## src/rtl/utp_pkg.sv

```systemverilog
package utp_pkg;

  // result kinds
  localparam logic [1:0] KIND_BYTE     = 2'd0;
  localparam logic [1:0] KIND_BOUNDARY = 2'd1;
  localparam logic [1:0] KIND_END      = 2'd2;

  // slots of one command, emitted lowest first
  localparam int NSLOTS = 7;
  localparam logic [2:0] SLOT_PRE   = 3'd0;
  localparam logic [2:0] SLOT_BYTE0 = 3'd1;
  localparam logic [2:0] SLOT_BYTE1 = 3'd2;
  localparam logic [2:0] SLOT_BYTE2 = 3'd3;
  localparam logic [2:0] SLOT_BYTE3 = 3'd4;
  localparam logic [2:0] SLOT_POST  = 3'd5;
  localparam logic [2:0] SLOT_END   = 3'd6;

  // work for the back end: which slots fire and the encoded bytes
  typedef struct packed {
    logic [NSLOTS-1:0] mask;
    logic [3:0][7:0]   bytes;
  } cmd_t;

endpackage

```

## src/rtl/utp_if.sv

```systemverilog
interface utp_in_if;
  logic       valid;
  logic       ready;
  logic [7:0] in_byte;
  logic       end_of_text;

  modport source (output valid, output in_byte, output end_of_text, input ready);
  modport sink   (input valid, input in_byte, input end_of_text, output ready);
endinterface

interface utp_out_if;
  logic       valid;
  logic       ready;
  logic [1:0] kind;
  logic [7:0] out_byte;
  logic       last_of_run;

  modport source (output valid, output kind, output out_byte, output last_of_run,
                  input ready);
  modport sink   (input valid, input kind, input out_byte, input last_of_run,
                  output ready);
endinterface

```

## src/rtl/utp_front.sv

```systemverilog
module utp_front (
  input  logic          clk,
  input  logic          rst,
  input  logic          cfg_we,
  input  logic          cfg_data,
  utp_in_if.sink        text_in,
  input  logic          q_full,
  output logic          push,
  output utp_pkg::cmd_t cmd
);
  import utp_pkg::*;

  function automatic logic is_space(input logic [20:0] cp);
    return cp inside {21'h20, 21'h09, 21'h0A, 21'h0D, 21'hA0, 21'h1680,
                      [21'h2000:21'h200A], 21'h202F, 21'h205F, 21'h3000};
  endfunction

  function automatic logic is_ctrl(input logic [20:0] cp);
    if (cp inside {21'h09, 21'h0A, 21'h0D}) return 1'b0;
    return cp inside {[21'h00:21'h1F], 21'h7F, [21'h80:21'h9F]};
  endfunction

  function automatic logic is_punct(input logic [20:0] cp);
    return cp inside {[21'd33:21'd47], [21'd58:21'd64], [21'd91:21'd96],
                      [21'd123:21'd126], [21'h2000:21'h206F], [21'h3000:21'h303F],
                      [21'hFF00:21'hFF0F], [21'hFF1A:21'hFF20],
                      [21'hFF3B:21'hFF40], [21'hFF5B:21'hFF65]};
  endfunction

  function automatic logic is_cjk(input logic [20:0] cp);
    return cp inside {[21'h4E00:21'h9FFF], [21'h3400:21'h4DBF],
                      [21'h20000:21'h2A6DF], [21'h2A700:21'h2B73F],
                      [21'h2B740:21'h2B81F], [21'h2B820:21'h2CEAF],
                      [21'hF900:21'hFAFF], [21'h2F800:21'h2FA1F]};
  endfunction

  function automatic logic [20:0] fold_case(input logic [20:0] cp);
    if (cp inside {[21'h41:21'h5A], [21'hC0:21'hD6], [21'hD8:21'hDE]})
      return cp + 21'd32;
    return cp;
  endfunction

  logic        lower_case;
  logic [1:0]  bytes_pending, bytes_pending_next;
  logic [20:0] partial, partial_next;
  logic        word_open, word_open_next;

  logic        accept;
  logic        cp_hit;
  logic [20:0] cp, cp_out, cont;
  logic [1:0]  pend_dec;
  logic        pre, emit, post, fin;
  logic [3:0]  nmask;
  logic [3:0][7:0] enc;

  assign text_in.ready = !q_full;
  assign accept = text_in.valid && text_in.ready;

  always_comb begin
    bytes_pending_next = bytes_pending;
    partial_next       = partial;
    word_open_next     = word_open;
    cp_hit   = 1'b0;
    cp       = '0;
    cont     = {partial[14:0], text_in.in_byte[5:0]};
    pend_dec = bytes_pending - 2'd1;

    // utf-8 decode
    if (bytes_pending != 2'd0) begin
      if (text_in.in_byte[7:6] == 2'b10) begin
        bytes_pending_next = pend_dec;
        if (pend_dec == 2'd0) begin
          cp_hit       = 1'b1;
          cp           = cont;
          partial_next = '0;
        end else begin
          partial_next = cont;
        end
      end else begin
        bytes_pending_next = 2'd0;
        partial_next       = '0;
      end
    end else if (!text_in.in_byte[7]) begin
      cp_hit = 1'b1;
      cp     = {13'd0, text_in.in_byte};
    end else if (text_in.in_byte[7:5] == 3'b110) begin
      bytes_pending_next = 2'd1;
      partial_next       = {16'd0, text_in.in_byte[4:0]};
    end else if (text_in.in_byte[7:4] == 4'b1110) begin
      bytes_pending_next = 2'd2;
      partial_next       = {17'd0, text_in.in_byte[3:0]};
    end else if (text_in.in_byte[7:3] == 5'b11110) begin
      bytes_pending_next = 2'd3;
      partial_next       = {18'd0, text_in.in_byte[2:0]};
    end

    // classify
    pre    = 1'b0;
    emit   = 1'b0;
    post   = 1'b0;
    cp_out = cp;
    if (cp_hit && cp != 21'd0 && cp != 21'hFFFD && !is_ctrl(cp)) begin
      if (is_space(cp)) begin
        pre            = word_open;
        word_open_next = 1'b0;
      end else if (!(lower_case && cp >= 21'h0300 && cp <= 21'h036F)) begin
        cp_out = lower_case ? fold_case(cp) : cp;
        emit   = 1'b1;
        if (is_cjk(cp_out) || is_punct(cp_out)) begin
          pre            = word_open;
          post           = 1'b1;
          word_open_next = 1'b0;
        end else begin
          word_open_next = 1'b1;
        end
      end
    end

    // end of text closes any open word
    fin = 1'b0;
    if (text_in.end_of_text) begin
      bytes_pending_next = 2'd0;
      partial_next       = '0;
      post               = post | word_open_next;
      fin                = 1'b1;
      word_open_next     = 1'b0;
    end

    // re-encode
    enc = '0;
    if (cp_out < 21'h80) begin
      nmask  = 4'b0001;
      enc[0] = cp_out[7:0];
    end else if (cp_out < 21'h800) begin
      nmask  = 4'b0011;
      enc[0] = {3'b110, cp_out[10:6]};
      enc[1] = {2'b10, cp_out[5:0]};
    end else if (cp_out < 21'h10000) begin
      nmask  = 4'b0111;
      enc[0] = {4'b1110, cp_out[15:12]};
      enc[1] = {2'b10, cp_out[11:6]};
      enc[2] = {2'b10, cp_out[5:0]};
    end else begin
      nmask  = 4'b1111;
      enc[0] = {5'b11110, cp_out[20:18]};
      enc[1] = {2'b10, cp_out[17:12]};
      enc[2] = {2'b10, cp_out[11:6]};
      enc[3] = {2'b10, cp_out[5:0]};
    end

    cmd.mask  = {fin, post, (emit ? nmask : 4'b0000), pre};
    cmd.bytes = enc;
  end

  assign push = accept && (cmd.mask != '0);

  always_ff @(posedge clk) begin
    if (rst) begin
      lower_case    <= 1'b1;
      bytes_pending <= 2'd0;
      partial       <= '0;
      word_open     <= 1'b0;
    end else begin
      if (cfg_we) lower_case <= cfg_data;
      if (accept) begin
        bytes_pending <= bytes_pending_next;
        partial       <= partial_next;
        word_open     <= word_open_next;
      end
    end
  end

endmodule

```

## src/rtl/utp_queue.sv

```systemverilog
module utp_queue #(
  parameter int DEPTH = 4
) (
  input  logic          clk,
  input  logic          rst,
  input  logic          push,
  input  utp_pkg::cmd_t push_data,
  output logic          full,
  input  logic          pop,
  output utp_pkg::cmd_t head,
  output logic          valid
);
  import utp_pkg::*;

  localparam int PW = $clog2(DEPTH);
  localparam int CW = $clog2(DEPTH + 1);

  cmd_t          mem [DEPTH];
  logic [PW-1:0] wr_ptr, rd_ptr;
  logic [CW-1:0] count;

  function automatic logic [PW-1:0] wrap_inc(input logic [PW-1:0] p);
    return (p == PW'(DEPTH - 1)) ? '0 : p + PW'(1);
  endfunction

  assign full  = (count == CW'(DEPTH));
  assign valid = (count != '0);
  assign head  = mem[rd_ptr];

  always_ff @(posedge clk) begin
    if (push) mem[wr_ptr] <= push_data;
  end

  always_ff @(posedge clk) begin
    if (rst) begin
      wr_ptr <= '0;
      rd_ptr <= '0;
      count  <= '0;
    end else begin
      if (push) wr_ptr <= wrap_inc(wr_ptr);
      if (pop)  rd_ptr <= wrap_inc(rd_ptr);
      case ({push, pop})
        2'b10:   count <= count + CW'(1);
        2'b01:   count <= count - CW'(1);
        default: count <= count;
      endcase
    end
  end

endmodule

```

## src/rtl/utp_back.sv

```systemverilog
module utp_back (
  input  logic          clk,
  input  logic          rst,
  input  logic          q_valid,
  input  utp_pkg::cmd_t head,
  output logic          q_pop,
  utp_out_if.source     tok_out
);
  import utp_pkg::*;

  cmd_t              cur;
  cmd_t              eff;
  logic              have_cur, eff_valid, adv, fire;
  logic [2:0]        idx;
  logic [NSLOTS-1:0] rem;
  logic [1:0]        kind_next;
  logic [7:0]        byte_next;

  assign have_cur  = (cur.mask != '0);
  assign eff       = have_cur ? cur : head;
  assign eff_valid = have_cur || q_valid;
  assign adv       = !tok_out.valid || tok_out.ready;
  assign fire      = adv && eff_valid;
  assign q_pop     = fire && !have_cur;

  always_comb begin
    idx = SLOT_END;
    for (int i = NSLOTS - 1; i >= 0; i--) begin
      if (eff.mask[i]) idx = 3'(i);
    end
    rem = eff.mask & ~(NSLOTS'(1) << idx);

    kind_next = KIND_BYTE;
    byte_next = 8'd0;
    case (idx)
      SLOT_PRE, SLOT_POST: kind_next = KIND_BOUNDARY;
      SLOT_END:            kind_next = KIND_END;
      SLOT_BYTE0:          byte_next = eff.bytes[0];
      SLOT_BYTE1:          byte_next = eff.bytes[1];
      SLOT_BYTE2:          byte_next = eff.bytes[2];
      SLOT_BYTE3:          byte_next = eff.bytes[3];
      default:             kind_next = KIND_END;
    endcase
  end

  always_ff @(posedge clk) begin
    if (rst) begin
      cur.mask      <= '0;
      tok_out.valid <= 1'b0;
    end else begin
      if (fire) begin
        cur.mask      <= rem;
        cur.bytes     <= eff.bytes;
        tok_out.valid <= 1'b1;
      end else if (tok_out.ready) begin
        tok_out.valid <= 1'b0;
      end
    end
  end

  always_ff @(posedge clk) begin
    if (fire) begin
      tok_out.kind        <= kind_next;
      tok_out.out_byte    <= byte_next;
      tok_out.last_of_run <= (rem == '0);
    end
  end

endmodule

```

## src/rtl/utf8_text_pretokenizer.sv

```systemverilog
// channel   dir  beat payload                         handshake
// text_in   in   in_byte[7:0], end_of_text            valid/ready
// tok_out   out  kind[1:0], out_byte[7:0], last_of_run valid/ready
// cfg       in   cfg_data (lower_case)                cfg_we, no wait
//
// a byte is accepted every cycle while the command queue has room
// each byte turns into 0 to 7 results; while tok_out is not stalled, the back end
// sends one result per cycle from its output register; that single output
// register sets the rate
// rst is synchronous: lower_case returns to 1, decode state and queue empty
// a stall on tok_out fills the queue, then text_in.ready drops
module utf8_text_pretokenizer #(
  parameter int QUEUE_DEPTH = 4
) (
  input  logic      clk,
  input  logic      rst,
  input  logic      cfg_we,
  input  logic      cfg_data,
  utp_in_if.sink    text_in,
  utp_out_if.source tok_out
);
  import utp_pkg::*;

  // front to queue
  logic push;
  cmd_t cmd;
  logic q_full;

  // queue to back
  logic q_pop;
  logic q_valid;
  cmd_t head;

  // front: utf-8 decode, normalize, classify, encode into a slot mask
  utp_front u_front (
    .clk     (clk),
    .rst     (rst),
    .cfg_we  (cfg_we),
    .cfg_data(cfg_data),
    .text_in (text_in),
    .q_full  (q_full),
    .push    (push),
    .cmd     (cmd)
  );

  // short queue decouples intake from result delivery
  utp_queue #(
    .DEPTH(QUEUE_DEPTH)
  ) u_queue (
    .clk      (clk),
    .rst      (rst),
    .push     (push),
    .push_data(cmd),
    .full     (q_full),
    .pop      (q_pop),
    .head     (head),
    .valid    (q_valid)
  );

  // back: walk the slot mask, one result beat per cycle while tok_out is not stalled
  utp_back u_back (
    .clk    (clk),
    .rst    (rst),
    .q_valid(q_valid),
    .head   (head),
    .q_pop  (q_pop),
    .tok_out(tok_out)
  );

  // front never pushes into a full queue
  a_no_overflow: assert property (@(posedge clk) disable iff (rst)
    push |-> !q_full)
    else $error("command pushed into full queue");

  // back never pops an empty queue
  a_no_underflow: assert property (@(posedge clk) disable iff (rst)
    q_pop |-> q_valid)
    else $error("command popped from empty queue");

  // end of text is always the final beat of its byte
  a_end_is_last: assert property (@(posedge clk) disable iff (rst)
    (tok_out.valid && tok_out.kind == KIND_END) |-> tok_out.last_of_run)
    else $error("end beat without last_of_run");

  // boundary and end beats carry a zero byte
  a_marker_zero: assert property (@(posedge clk) disable iff (rst)
    (tok_out.valid && tok_out.kind != KIND_BYTE) |-> tok_out.out_byte == 8'd0)
    else $error("marker beat with nonzero byte");

endmodule
```

## src/flat_wrapper.sv

```systemverilog
// flat-port wrapper written by rule: the top's interface ports become plain ports
module utf8_text_pretokenizer_flat import utp_pkg::*;
#(
  parameter int QUEUE_DEPTH = 4
)
  (clk, rst, cfg_we, cfg_data, text_in_valid, text_in_in_byte, text_in_end_of_text, text_in_ready, tok_out_valid, tok_out_kind, tok_out_out_byte, tok_out_last_of_run, tok_out_ready);
  utp_in_if text_in_i ();
  utp_out_if tok_out_i ();
  input  logic clk;
  input  logic rst;
  input  logic cfg_we;
  input  logic cfg_data;
  input wire logic [$bits(text_in_i.valid)-1:0] text_in_valid;
  input wire logic [$bits(text_in_i.in_byte)-1:0] text_in_in_byte;
  input wire logic [$bits(text_in_i.end_of_text)-1:0] text_in_end_of_text;
  output wire logic [$bits(text_in_i.ready)-1:0] text_in_ready;
  output wire logic [$bits(tok_out_i.valid)-1:0] tok_out_valid;
  output wire logic [$bits(tok_out_i.kind)-1:0] tok_out_kind;
  output wire logic [$bits(tok_out_i.out_byte)-1:0] tok_out_out_byte;
  output wire logic [$bits(tok_out_i.last_of_run)-1:0] tok_out_last_of_run;
  input wire logic [$bits(tok_out_i.ready)-1:0] tok_out_ready;
  assign text_in_i.valid = text_in_valid;
  assign text_in_i.in_byte = text_in_in_byte;
  assign text_in_i.end_of_text = text_in_end_of_text;
  assign text_in_ready = text_in_i.ready;
  assign tok_out_valid = tok_out_i.valid;
  assign tok_out_kind = tok_out_i.kind;
  assign tok_out_out_byte = tok_out_i.out_byte;
  assign tok_out_last_of_run = tok_out_i.last_of_run;
  assign tok_out_i.ready = tok_out_ready;
  utf8_text_pretokenizer #(.QUEUE_DEPTH(QUEUE_DEPTH)) u_core (.clk(clk), .rst(rst), .cfg_we(cfg_we), .cfg_data(cfg_data), .text_in(text_in_i), .tok_out(tok_out_i));
endmodule
```

## config.mk

```make
export PLATFORM = sky130hd
export DESIGN_NAME = utf8_text_pretokenizer_flat
export DESIGN_NICKNAME = d
export VERILOG_FILES = /design/src/rtl/utp_pkg.sv /design/src/rtl/utp_if.sv /design/src/rtl/utp_front.sv /design/src/rtl/utp_queue.sv /design/src/rtl/utp_back.sv /design/src/rtl/utf8_text_pretokenizer.sv /design/src/flat_wrapper.sv
export SDC_FILE = /design/constraint.sdc
export NUM_CORES = 1
export LEC_CHECK = 0
export ABC_AREA = 1
export BUFFER_PORTS_ARGS = -buffer_cell sky130_fd_sc_hd__buf_2
export CAP_MARGIN = 20
export CORE_ASPECT_RATIO = 0.75
export CORE_UTILIZATION = 40
export CTS_BUF_LIST = sky130_fd_sc_hd__clkbuf_8
export CTS_CLUSTER_SIZE = 25
export DETAILED_ROUTE_END_ITERATION = 12
export PLACE_DENSITY_LB_ADDON = 0.3
export SKIP_CTS_REPAIR_TIMING = 1
export SYNTH_ARGS = -nofsm -noshare
export SYNTH_HDL_FRONTEND = slang
export SYNTH_SLANG_ARGS = --single-unit
```

## constraint.sdc

```tcl
create_clock -name clk -period 7.5 [get_ports clk]
set_input_delay 1.5 -clock clk [delete_from_list [all_inputs] [get_ports clk]]
set_output_delay 1.5 -clock clk [all_outputs]
set_load 0.02 [all_outputs]
```

### Word level (Yosys, flattened, before mapping)

Memory sizes are Yosys's and may differ from the RTL's. A register that Yosys moved wholly into a read port is not among the register bits.
Cells that the tools add are included.

| storage, ports and cells | value |
|---|---|
| register bits | 77 |
| bits in writable memories | 156 |
| input port bits | 15 |
| output and inout port bits | 13 |
| word-level logic and storage cells | 253 |
| memories | 1 |

Memories:

| memory | depth | width | read ports | clocked after memory_dff | write ports | line | source |
|---|---|---|---|---|---|---|---|
| u_core.u_queue.mem | 4 | 39 | 1 | 1 | 1 | utp_queue.sv:18 | `cmd_t mem [DEPTH];` |

| operators by class | value |
|---|---|
| add/sub/neg operators | 6 |
| $lt $le $gt $ge | 53 |
| equal/unequal tests | 25 |
| shift-type cells | 1 |
| mux-type cells | 85 |
| bitwise operators | 4 |
| reductions and logical operators | 62 |

Operators by type and width:

| kind | count |
|---|---|
| $mux W21 | 12 |
| $le A21 B16 Y1 const B | 6 |
| $mux W15 | 8 |
| $ge A21 B16 Y1 const B | 5 |
| $ge A21 B18 Y1 const B | 5 |
| $le A21 B18 Y1 const B | 5 |
| $ge A21 B14 Y1 const B | 4 |
| $le A21 B7 Y1 const B | 4 |
| $eq A21 B14 Y1 const B | 3 |
| $eq A21 B4 Y1 const B | 3 |
| $ge A21 B7 Y1 const B | 3 |
| $ge A21 B8 Y1 const B | 3 |
| $le A21 B14 Y1 const B | 3 |
| $le A21 B8 Y1 const B | 3 |
| $ge A21 B6 Y1 const B | 2 |
| $mux W39 | 1 |
| $logic_and A1 B1 Y1 | 33 |
| $mux W1 | 33 |
| $mux W16 | 2 |
| $pmux W8 S4 | 1 |
| $mux W2 | 12 |
| $mux W24 | 1 |
| $mux W22 | 1 |
| $add A21 B6 Y21 const B | 1 |
| 53 further kinds | 82 |

### Depth between registers and ports, before layout

| depth | value |
|---|---|
| depth in word-level cells | 31 |
| gate-level depth with buffers | 41 |
| depth with buffers taken out | 40 |

### Cells and area by module

Synthesis repeated with hierarchy kept, for this count alone.

| second synthesis, totals | value |
|---|---|
| cell total of the unflattened synthesis | 1420 |
| area total of the unflattened synthesis | 12479.5 um^2 |

By module, submodules not included:

| module | instances | cells each | area each (um^2) | sequential area each (um^2) |
|---|---|---|---|---|
| utp_queue | 1 | 438 | 6247.2 | 4864.7 |
| utp_front | 1 | 693 | 3684.8 | 380.4 |
| utp_back | 1 | 289 | 2547.4 | 1451.4 |

### Worst setup path after synthesis

OpenSTA, ideal clock, no wires.

| timing path | value |
|---|---|
| kind | input to register |
| start | input text_in_in_byte[6] |
| end | memory u_core.u_queue.mem[3][0] (netlist name) (enable) |
| library setup time | 0.429 ns |
| arrival time | 5.835 ns |
| data required time | 7.071 ns |
| slack | 1.236 ns |
| cell stages on the path | 32 |
| buffers on the path | 0 |
| path through | inv_2 nand3_4 nand2_2 nand2_1 nor2_1 inv_1 ha_1 nand4_1 nor2_1 nand3_1 nand2_1 nand2_1 nand3_4 nand2_2 nand2_1 nand2_2 nand2_2 nor2_1 inv_1 nor2_1 nand2_1 nand2_1 nand2_1 nand2_1 inv_1 nand3_1 nor2_2 nand3_2 nand2_2 nand2_2 nand2_2 nor2_1 |

| between the ends | value |
|---|---|
| longest elaborated chain between the ends | 29 |
| elaborated cells on any way between the ends | 149 |
| classes of those cells | add/sub: 1; order compare: 53; eq/ne: 12; mux: 42; bitwise: 1; reduce/logical: 40 |

RTL lines:

| element | line | source |
|---|---|---|
| start: declaration | flat_wrapper.sv:14 | `input wire logic [$bits(text_in_i.in_byte)-1:0] text_in_in_byte;` |
| $eq A2 B2 Y1 | utp_front.sv:70 | `if (text_in.in_byte[7:6] == 2'b10) begin` |
| $mux W21 | utp_front.sv:70 |  |
| $mux W21 | utp_front.sv:69 | `if (bytes_pending != 2'd0) begin` |
| $ge A21 B7 Y1, or another cell as far along | utp_front.sv:38 | `if (cp inside {[21'h41:21'h5A], [21'hC0:21'hD6], [21'hD8:21'hDE]})` |
| $logic_and A1 B1 Y1 | utp_front.sv:38 |  |
| $reduce_bool A3 Y1 | utp_front.sv:38 |  |
| $mux W1 | utp_front.sv:38 |  |
| $mux W1 | utp_front.sv:106 | `end else if (!(lower_case && cp >= 21'h0300 && cp <= 21'h036F)) begin` |
| [... 13 more ...] | -- |  |
| $mux W1 | utp_front.sv:103 | `if (is_space(cp)) begin` |
| $mux W1 | utp_front.sv:102 | `if (cp_hit && cp != 21'd0 && cp != 21'hFFFD && !is_ctrl(cp)) begin` |
| $or A1 B1 Y1 | utp_front.sv:124 | `post = post \| word_open_next;` |
| $mux W1 | utp_front.sv:121 | `if (text_in.end_of_text) begin` |
| $reduce_bool A7 Y1 * | utp_front.sv:155 | `assign push = accept && (cmd.mask != '0);` |
| $logic_and A1 B1 Y1 * | utp_front.sv:155 |  |
| $mux W1 * | utp_queue.sv:31 | `if (push) mem[wr_ptr] <= push_data;` |
| $mux W1 (implied by the code) * | utp_queue.sv:31 |  |
| end: declaration | utp_queue.sv:18 |  |

Every way passes the cells marked *; elsewhere a longest branch is shown, timed or not. The select of a mux whose other input is x is not followed.

### Final worst setup path

| timing path | value |
|---|---|
| start | register u_core.u_front.bytes_pending[0] |
| end | register u_core.u_queue.count[2] |

| between the ends | value |
|---|---|
| longest elaborated chain between the ends | 31 |
| elaborated cells on any way between the ends | 154 |
| classes of those cells | add/sub: 2; order compare: 53; eq/ne: 13; mux: 42; bitwise: 1; reduce/logical: 43 |

RTL lines:

| element | line | source |
|---|---|---|
| start: declaration | utp_front.sv:44 | `logic [1:0] bytes_pending, bytes_pending_next;` |
| start signal: assignment | utp_front.sv:166 | `bytes_pending <= bytes_pending_next;` |
| $sub A2 B1 Y2 | utp_front.sv:66 | `pend_dec = bytes_pending - 2'd1;` |
| $logic_not A2 Y1 | utp_front.sv:72 | `if (pend_dec == 2'd0) begin` |
| $mux W21 | utp_front.sv:72 |  |
| $mux W21 | utp_front.sv:70 |  |
| $mux W21 | utp_front.sv:69 |  |
| $ge A21 B7 Y1, or another cell as far along | utp_front.sv:38 |  |
| $logic_and A1 B1 Y1 | utp_front.sv:38 |  |
| $reduce_bool A3 Y1 | utp_front.sv:38 |  |
| [... 15 more ...] | -- |  |
| $mux W1 | utp_front.sv:103 |  |
| $mux W1 | utp_front.sv:102 |  |
| $or A1 B1 Y1 | utp_front.sv:124 |  |
| $mux W1 | utp_front.sv:121 |  |
| $reduce_bool A7 Y1 * | utp_front.sv:155 |  |
| $logic_and A1 B1 Y1 * | utp_front.sv:155 |  |
| $eq A2 B1 Y1 / $eq A2 B2 Y1 (equally long branches) | utp_queue.sv:42 | `case ({push, pop})` |
| $pmux W3 S2 / $reduce_bool A2 Y1 (equally long branches) | -- |  |
| end signal: assignment | utp_queue.sv:43 | `2'b10: count <= count + CW'(1);` |
| end signal: assignment | utp_queue.sv:44 | `2'b01: count <= count - CW'(1);` |
| end signal: assignment | utp_queue.sv:45 | `default: count <= count;` |
| end: declaration | utp_queue.sv:20 | `logic [CW-1:0] count;` |

Marks and branches as above.
A chain may end at the register's enable or synchronous reset.

==> reports/results.tsv <==
stage	metric	value	unit
die	# rows	54	
synthesis	Post-synth EDFFs	187	
place	Port Buffer Count	27	
setup_path	worst-path maximum fanout	27	
power_and_ir_drop	pwr dens	354	nW/µm²
synthesis	FF+latch count, synth	223	
sta	max-slew violations	0	
sta	Worst-Margin Slew	1.02	ns
drt	Detail Route Antenna Nets	0	
final_layout	# diodes	0	
clock_network	clk_lat worst skew	0.56	ns
setup_path	CP Capture Type	flip-flop	
setup_path	worst endpoint required time	7.92	ns
power_and_ir_drop	switching pwr	1.88	mW
sta	RSZ-0062 raised after global routing	no	
die	Initial Utilization	40.6	%
place	global placement routability congestion	0.961	
drt	Pre-antenna DRT Iters	6	
sta	Sum Neg Setup Slack	0	ns
synthesis	post-synth top area cell	edfxtp_1	
global_route	first-pass GRT wire length	53.2	mm
global_route	vias in the first global route	9258	
drt	Wirelength per Cell	18.9	µm
die	DIE HEIGHT	151	µm
setup_path	WS Path Type	flip-flop to flip-flop	
synthesis	post-synthesis sequential area ratio	53.8	%
clock_network	CTS buffer count	36	
sta	clock skew	0.0346	ns
final_layout	Area growth, synth to finish	11.3	%
power_and_ir_drop	sw frac	40.5	%
sta	Max Fclk	159	MHz
clock_network	htree depth	2	
drt	vias after detailed routing	9874	
clock_network	clk sinks	223	
power_and_ir_drop	Comb power frac	38.5	%
power_and_ir_drop	LEAKAGE	5.13	nW
synthesis	main flop type after synthesis	edfxtp_1	
place	post-DP HPWL	23.6	mm
sta	final hold violations	0	
synthesis	synth top area cells	edfxtp_1, nor2_1, nand2_1	
sta	post-layout min period	6.31	ns
die	Core Region	29000	µm²
setup_path	Worst EP arrival	6.73	ns
setup_path	cell family with most CP delay	simple AND/OR/NAND/NOR gates	
clock_network	CTS root buffer	clkbuf_8	
power_and_ir_drop	worst vdd ir	178	µV
final_layout	Non-Filler Instances	1826	
synthesis	post-synthesis net count	1403	
final_layout	layout cells sized above 1	11.8	%
synthesis	fraction of registers with async set/reset	0	%
synthesis	Ys Warns	0	
die	# IOs	28	
sta	Slew HR	31.2	%
synthesis	Syn Inst Count	1375	
clock_network	Worst-path clk slew	0.06	ns
setup_path	CP max stage cell	ha_1	
setup_path	most frequent cell on the critical path	nand2_1	
global_route	initial antenna violation count	0	
synthesis	top cell type's share of synthesized area	47.7	%
setup_path	Worst Path Buf+Inv	6	
final_layout	final net count	1435	
place	dpl cells	1760	
die	die area	30100	µm²
drt	DRC violations left	0	
synthesis	Cell Area, Synth	11800	µm²
setup_path	CP startpoint kind	flip-flop	
power_and_ir_drop	Clock power frac	23.2	%
setup_path	Slowest Stage Delay on Critical Path	0.63	ns
outcome	status	finished clean	
clock_network	CTS tree	done	
drt	drt total wl	34.5	mm
sta	fin crit share	84.1	%
min_path	Hold WC Path Type	flip-flop to flip-flop	
power_and_ir_drop	Pint	2.76	mW
run	max-cap violation count	0	
global_route	Overflow after GRT	0	
synthesis	mean area per synthesized cell	8.57	µm²
global_route	Global Route Usage Sum	23.0	%
power_and_ir_drop	sequential share of power	38.3	%
drt	Vias/cell	5.41	
sta	# setup viols final	0	
drt	Initial DRC Count	1082	
synthesis	Netlist cell types	51	
global_route	largest net degree at the start of global routing	74	
die	Die Wd	200	µm
clock_network	clk buf depth	3	
[cell usage after synthesis, drive strengths merged, types with 2 or more instances]
master	number
nor3	21
o21ai	117
ha	12
o221ai	3
buf	17
nor4	8
nor2	285
dfxtp	36
o211ai	8
nand2	263
edfxtp	187
nand3b	3
o22ai	11
nand4	35
a22oi	2
a31oi	41
clkbuf	31
clkinv	4
inv	139
a211oi	5
nand3	81
o31ai	3
or2	2
a21oi	51
[flip-flops by register name (all words and copies together) (netlist names), named ones only]
register,count
u_core.u_back.tok_out.last_of_run,1
u_core.u_back.tok_out.valid,1
u_core.u_back.tok_out.kind,2
u_core.u_queue.mem,144
u_core.u_front.lower_case,1
u_core.u_front.word_open,1
u_core.u_back.cur,39
u_core.u_queue.rd_ptr,2
u_core.u_queue.wr_ptr,2
u_core.u_front.partial,15
u_core.u_front.bytes_pending,2
u_core.u_back.tok_out.out_byte,8
u_core.u_queue.count,3
[final timing paths]
kind | from | to | slack [ns] | cells after the start
setup reg to reg | u_core.u_front.bytes_pending[0] | u_core.u_queue.count[2] | 1.19 | 40
setup / recovery | u_core.u_front.bytes_pending[0] | u_core.u_queue.count[2] | 1.19 | 40
hold / removal | u_core.u_back.cur[32] | u_core.u_back.cur[32] | 0.47 | 2
hold reg to reg | u_core.u_back.cur[32] | u_core.u_back.cur[32] | 0.47 | 2
[per-stage QoR]
step | instance area (µm²) | power [mW] | hold WS (ns) | utilization (%) | setup WS (ns)
2_1_floorplan | 11800 | 2.99 | 0.426 | - | 1.24
4_1_cts | 13100 | 4.66 | 0.471 | 45.2 | 1.28
3_5_place_dp | 12400 | 3.58 | 0.462 | 42.7 | 0.837
5_1_grt | 13100 | 4.95 | 0.494 | 45.2 | 0.640
6_report | 13100 | 4.64 | 0.470 | 45.2 | 1.19
3_3_place_gp | 12400 | 3.56 | 0.463 | 42.7 | 0.939
[worst min-delay path, cell delays in order (launching register included)]
cell and delay (ns):
dfxtp_1 0.33, nand2_1 0.07, nor2_1 0.03
[logic make-up after synthesis]
logic type	Yosys count	synth area share [%]
AOI/OAI and AO/OA	248	12.1
adders and majority gates	13	1.44
buffers and inverters	191	6.35
DFF	223	53.8
and+or+nand+nor	700	26.3
[power groups by stage]
stage	clock network (mW)	registers, mW	logic, mW
after floorplan	0	1.83	1.16
after global routing	1.15	1.80	1.99
after detailed placement	0	1.80	1.77
after global placement	0	1.80	1.76
after CTS	1.10	1.78	1.78
final	1.08	1.78	1.78
[layout by cell type (no fill, tap or decap), drive strengths merged, types with 5 or more instances in the layout]
cell type,instances
nand2,263
a31oi,41
nor2,285
edfxtp,187
a211oi,5
buf,42
o22ai,11
clkinv,19
nor3,21
nand4,35
o21ai,117
nor4,8
o211ai,8
nand3,81
dfxtp,36
ha,12
inv,147
clkbuf,38
a21oi,51
[routing by layer]
metal  up-vias  share of wire [%]  global-route usage (%)
li1       4776                  -                       -
met1      4648                 47                    33.2
met2       394                 44                    35.6
met3        56                7.7                    4.03
met4         0                2.0                    6.04
met5         -                  0                       0
[cell type report]
class	count	area, µm²
clock buffer	38	523
clock inverter	27	209
fill	2836	15900
inverter	143	542
multi-input combinational	961	4750
sequential	223	6340
tap	392	490
timing repair buffer	42	264
No activity file was read; power rests on OpenSTA's default activity.
